===== src/sv/vertex_dedup_index_table_defines.svh =====
// ---------------------------------------------------------------------------
// Vertex dedup index table: assertion macros
// Shared property wrappers, clocked on clk and disabled during rst.
// ---------------------------------------------------------------------------
`ifndef VERTEX_DEDUP_INDEX_TABLE_DEFINES_SVH
`define VERTEX_DEDUP_INDEX_TABLE_DEFINES_SVH

// Same-cycle implication.
`define VDIT_ASSERT_IMP(label, ante, cons, msg) \
  label: assert property (@(posedge clk) disable iff (rst) (ante) |-> (cons)) \
    else $error(msg);

// Next-cycle implication.
`define VDIT_ASSERT_NXT(label, ante, cons, msg) \
  label: assert property (@(posedge clk) disable iff (rst) (ante) |=> (cons)) \
    else $error(msg);

`endif


===== src/sv/vdit_pkg.sv =====
// ---------------------------------------------------------------------------
// Vertex dedup index table: package
// Item types, controller command/status and IEEE equality helpers.
// ---------------------------------------------------------------------------
package vdit_pkg;

  localparam int TABLE_DEPTH_DEF = 256;

  typedef struct packed {
    logic [31:0] pos_x;
    logic [31:0] pos_y;
    logic [31:0] pos_z;
    logic [31:0] tex_u;
    logic [31:0] tex_v;
    logic [31:0] norm_x;
    logic [31:0] norm_y;
    logic [31:0] norm_z;
    logic        take_normal;
  } vertex_t;

  typedef struct packed {
    logic [7:0] pos_index;
    logic       pos_added;
    logic [7:0] uv_index;
    logic       uv_added;
    logic [7:0] normal_index;
    logic       normal_added;
    logic       normal_valid;
    logic       table_full;
  } result_t;

  // Controller to datapath
  typedef struct packed {
    logic capture;  // latch the vertex, rewind the scan
    logic scan;     // read one row of every table, advance the address
    logic commit;   // insert misses, register the result
  } cmd_t;

  // Datapath to controller
  typedef struct packed {
    logic scan_last;  // the address being read is the last row
  } status_t;

  function automatic logic fp_is_nan(input logic [31:0] a);
    return (a[30:23] == 8'hFF) && (a[22:0] != 23'd0);
  endfunction

  // IEEE equality: signed zeros match, NaN never matches
  function automatic logic fp_eq(input logic [31:0] a, input logic [31:0] b);
    logic both_zero;
    both_zero = ((a | b) & 32'h7FFF_FFFF) == 32'd0;
    if (fp_is_nan(a) || fp_is_nan(b)) return 1'b0;
    return both_zero || (a == b);
  endfunction

endpackage


===== src/sv/vdit_ctrl.sv =====
// ---------------------------------------------------------------------------
// Vertex dedup index table: controller
// Sequences capture, table scan, drain, commit and the result strobe.
// ---------------------------------------------------------------------------
`include "vertex_dedup_index_table_defines.svh"

module vdit_ctrl (
  input  logic              clk,
  input  logic              rst,
  input  logic              start,
  input  vdit_pkg::status_t status,
  output vdit_pkg::cmd_t    cmd,
  output logic              busy,
  output logic              done
);

  typedef enum logic [1:0] {
    S_IDLE,
    S_SCAN,
    S_DRAIN,
    S_COMMIT
  } state_t;

  state_t state;

  always_comb begin
    cmd = '0;
    cmd.capture = (state == S_IDLE) && start;
    cmd.scan    = (state == S_SCAN);
    cmd.commit  = (state == S_COMMIT);
  end

  always_ff @(posedge clk) begin
    if (rst) begin
      state <= S_IDLE;
      busy  <= 1'b0;
      done  <= 1'b0;
    end else begin
      done <= 1'b0;
      unique case (state)
        S_IDLE: begin
          if (start) begin
            state <= S_SCAN;
            busy  <= 1'b1;
          end
        end
        S_SCAN: begin
          if (status.scan_last) state <= S_DRAIN;
        end
        S_DRAIN: begin
          state <= S_COMMIT;
        end
        S_COMMIT: begin
          state <= S_IDLE;
          busy  <= 1'b0;
          done  <= 1'b1;
        end
        default: state <= S_IDLE;
      endcase
    end
  end

  `VDIT_ASSERT_IMP(a_done_idle, done, !busy, "result strobe while busy")
  `VDIT_ASSERT_NXT(a_accept_busy, start && !busy, busy, "accepted item did not raise busy")
  `VDIT_ASSERT_NXT(a_commit_done, cmd.commit, done, "commit not followed by strobe")

endmodule


===== config.mk =====
export PLATFORM = sky130hd
export DESIGN_NAME = vdit_ctrl
export DESIGN_NICKNAME = d
export VERILOG_FILES = /design/src/sv/vdit_pkg.sv /design/src/sv/vdit_ctrl.sv
export VERILOG_INCLUDE_DIRS = /design/src /design/src/sv
export SDC_FILE = /design/constraint.sdc
export NUM_CORES = 1
export LEC_CHECK = 0
export BUFFER_PORTS_ARGS = -buffer_cell sky130_fd_sc_hd__buf_2
export CAP_MARGIN = 30
export CORE_AREA = 2 2 39 41
export CTS_BUF_LIST = sky130_fd_sc_hd__clkbuf_4 sky130_fd_sc_hd__clkbuf_8 sky130_fd_sc_hd__clkbuf_16
export DETAILED_ROUTE_END_ITERATION = 8
export DIE_AREA = 0 0 41 43
export PLACE_DENSITY_LB_ADDON = 0.3
export SYNTH_ARGS = -nofsm -noshare
export SYNTH_HDL_FRONTEND = slang
export SYNTH_SLANG_ARGS = --single-unit

===== constraint.sdc =====
create_clock -name clk -period 1.9 [get_ports clk]
set_input_delay 0.285 -clock clk [delete_from_list [all_inputs] [get_ports clk]]
set_output_delay 0.285 -clock clk [all_outputs]
set_load 0.02 [all_outputs]

==> flow_summary.toml <==
[cts]
cts_setup_buffers = 0
clk_pin_slew_ps = 40
post_cts_resized = 0
cts_buffers = 3
worstSkewPairLatency_ps = 230
htree_levels = 1
postCtsHoldBufs = 0
cts.sinks = 4
cts_tree = "built"
cts_max_path_buffers = 2
root_buffer = "clkbuf_4"

[synthesis]
async_flop_share = 0
synth_edf_count = 0
ys.flop_type = "dfxtp_1"
netlist_instances = 25
ys_warn_count = 0
ys_top_cells_by_count = "ha_1, dfxtp_1, nor2_1"
synth_nets = 34
synth_seq_cells = 4
synth_top_area_cell = "dfxtp_1"
yosysTopAreaCellShare = 0.335
synth.avg_cell_area_um2 = 9.56
yosysMostFrequentCell = "ha_1"
synth_top_cells_by_area = "dfxtp_1, ha_1, o31ai_1"
synth.distinct_cells = 14
yosysSeqAreaShare = 0.335
netlist_area_um2 = 239

[sta]
finalSetupTns_ps = 0
worst_slew_pin_slew_ps = 212
fmax_mhz = 663
worst_slack_ps = 391
fin_worst_skew_ps = 2.39
fin_crit_sh = 0.794
hold_viol_final = 0
setup_viol = 0
rsz0062_at_grt = "no"
finalCriticalPeriod_ps = 1510
finalMaxSlewViolations = 0
relSlewSlack = 0.857

[critical_path]
worst-setup-path-type = "reg -> out"
worstRegToRegCells = 5
endpoint_kind = "primary output"
cp-start-kind = "flip-flop"
r2r_slack_ps = 430
cp_max_fo = 4
required_ps = 1620
worstPathArrival_ps = 1220

[final_layout]
diodes = 0
post-route-cell-area_um2 = 322
nets = 47
area_growth_pct = 34.6
drive_gt1_frac = 0.389

[route]
drc = 0
top_layer = "met3"
drtIter0Drc = 0
m1WireLength_um = 224
met2_length_um = 205
first_pass_iters = 1
viasPerCell = 3.85
vias = 200
dr_wl_met3_um = 32
wl_per_cell_um = 8.88
ant_nets = 0
routed_wl_um = 462

[global_route]
grt_pass1_wl_um = 821
grt_overflow_total = 0
antenna_found_initial = 0
track_usage = 0.0731
grt_pass1_vias = 204
grt_start_max_net_pins = 7

[die]
die_w_um = 41
die_y_um = 43
coreArea_um2 = 1380
initial_core_util = 0.173
ioPinCount = 9
dieArea_um2 = 1760
fp-row-count = 14

[placement]
gp_congestion = 0.721
dp_hpwl_um = 371
dpl_worst_slack_ps = 425
placed_area_um2 = 299
io_buffers = 8

[status]
status = "finished clean"

[hold_path]
hold_class = "in -> reg"
hold_depth = 2

[pwr]
power.density_nw_per_um2 = 1560
vdd_drop_max_v = 0.000443
p_leak_nw = 0.159

[flow_run]
max-cap-violations = 0
worst paths after layout:
kind	startpoint	end
max reg2reg	state[0]	state[1]
min	rst	done
max	state[0]	cmd[2]
min reg2reg	busy	busy
area by class of cell:
| cell class | count | area, um2 |
|---|---|---|
| clock buffers | 3 | 22.5 |
| multi-input cells | 18 | 148 |
| fillers | 162 | 1060 |
| repair buffers | 8 | 40.0 |
| well taps | 16 | 20.0 |
| inverters | 3 | 11.3 |
| flip-flops and latches | 4 | 80.1 |
cell usage in the layout, fill, tap and decap left out, drive strengths merged:
| cell | netlist | layout |
|---|---|---|
| a21oi | 1 | 1 |
| and2 | 1 | 1 |
| buf | 0 | 8 |
| clkbuf | 0 | 3 |
| dfxtp | 4 | 4 |
| ha | 5 | 5 |
| inv | 3 | 3 |
| nand2 | 1 | 1 |
| nor2 | 3 | 3 |
| nor2b | 2 | 2 |
| o21ai | 1 | 1 |
| o31ai | 2 | 2 |
| or4 | 1 | 1 |
| or4b | 1 | 1 |
sequential cells by signal (all words and copies together), names as in the netlist:
register	cells
busy	1
state	2
done	1
stage by stage:
stage	std cells	hold WS (ps)	util	power [mW]
detailed placement	49	471	0.216	0.397
finish	52	275	0.232	0.500
global route	52	289	0.232	0.565
floorplan	25	352	-	0.332
CTS	52	268	0.232	0.512
global placement	49	472	0.216	0.398
kinds of logic after synthesis:
| kind of cell | after synthesis | share of synthesized area |
|---|---|---|
| buffers and inverters | 3 | 0.0471 |
| AO/OA/AOI/OAI | 4 | 0.105 |
| adder cells (fa/ha/maj) | 5 | 0.262 |
| AND/OR/NAND/NOR | 9 | 0.251 |
| flip-flops | 4 | 0.335 |
critical path: stages (launching register included):
cell	delay, ps
dfxtp_1	350
inv_1	100
ha_1	210
and2_2	170
buf_2	150
routing by layer:
metal / global-route usage / vias to the layer above
li1: - / 106
met1: 0.0924 / 86
met2: 0.0906 / 8
met3: 0.0157 / 0
met4: 0.0800 / 0
met5: 0 / -
report_power, final:
part / leakage, nW / internal [mW] / switching (mW)
combinational: 0.112 / 0.113 / 0.146
clock: 0.0138 / 0.0709 / 0.0381
sequential: 0.0329 / 0.114 / 0.0190
No activity file was read; power rests on OpenSTA's default activity.
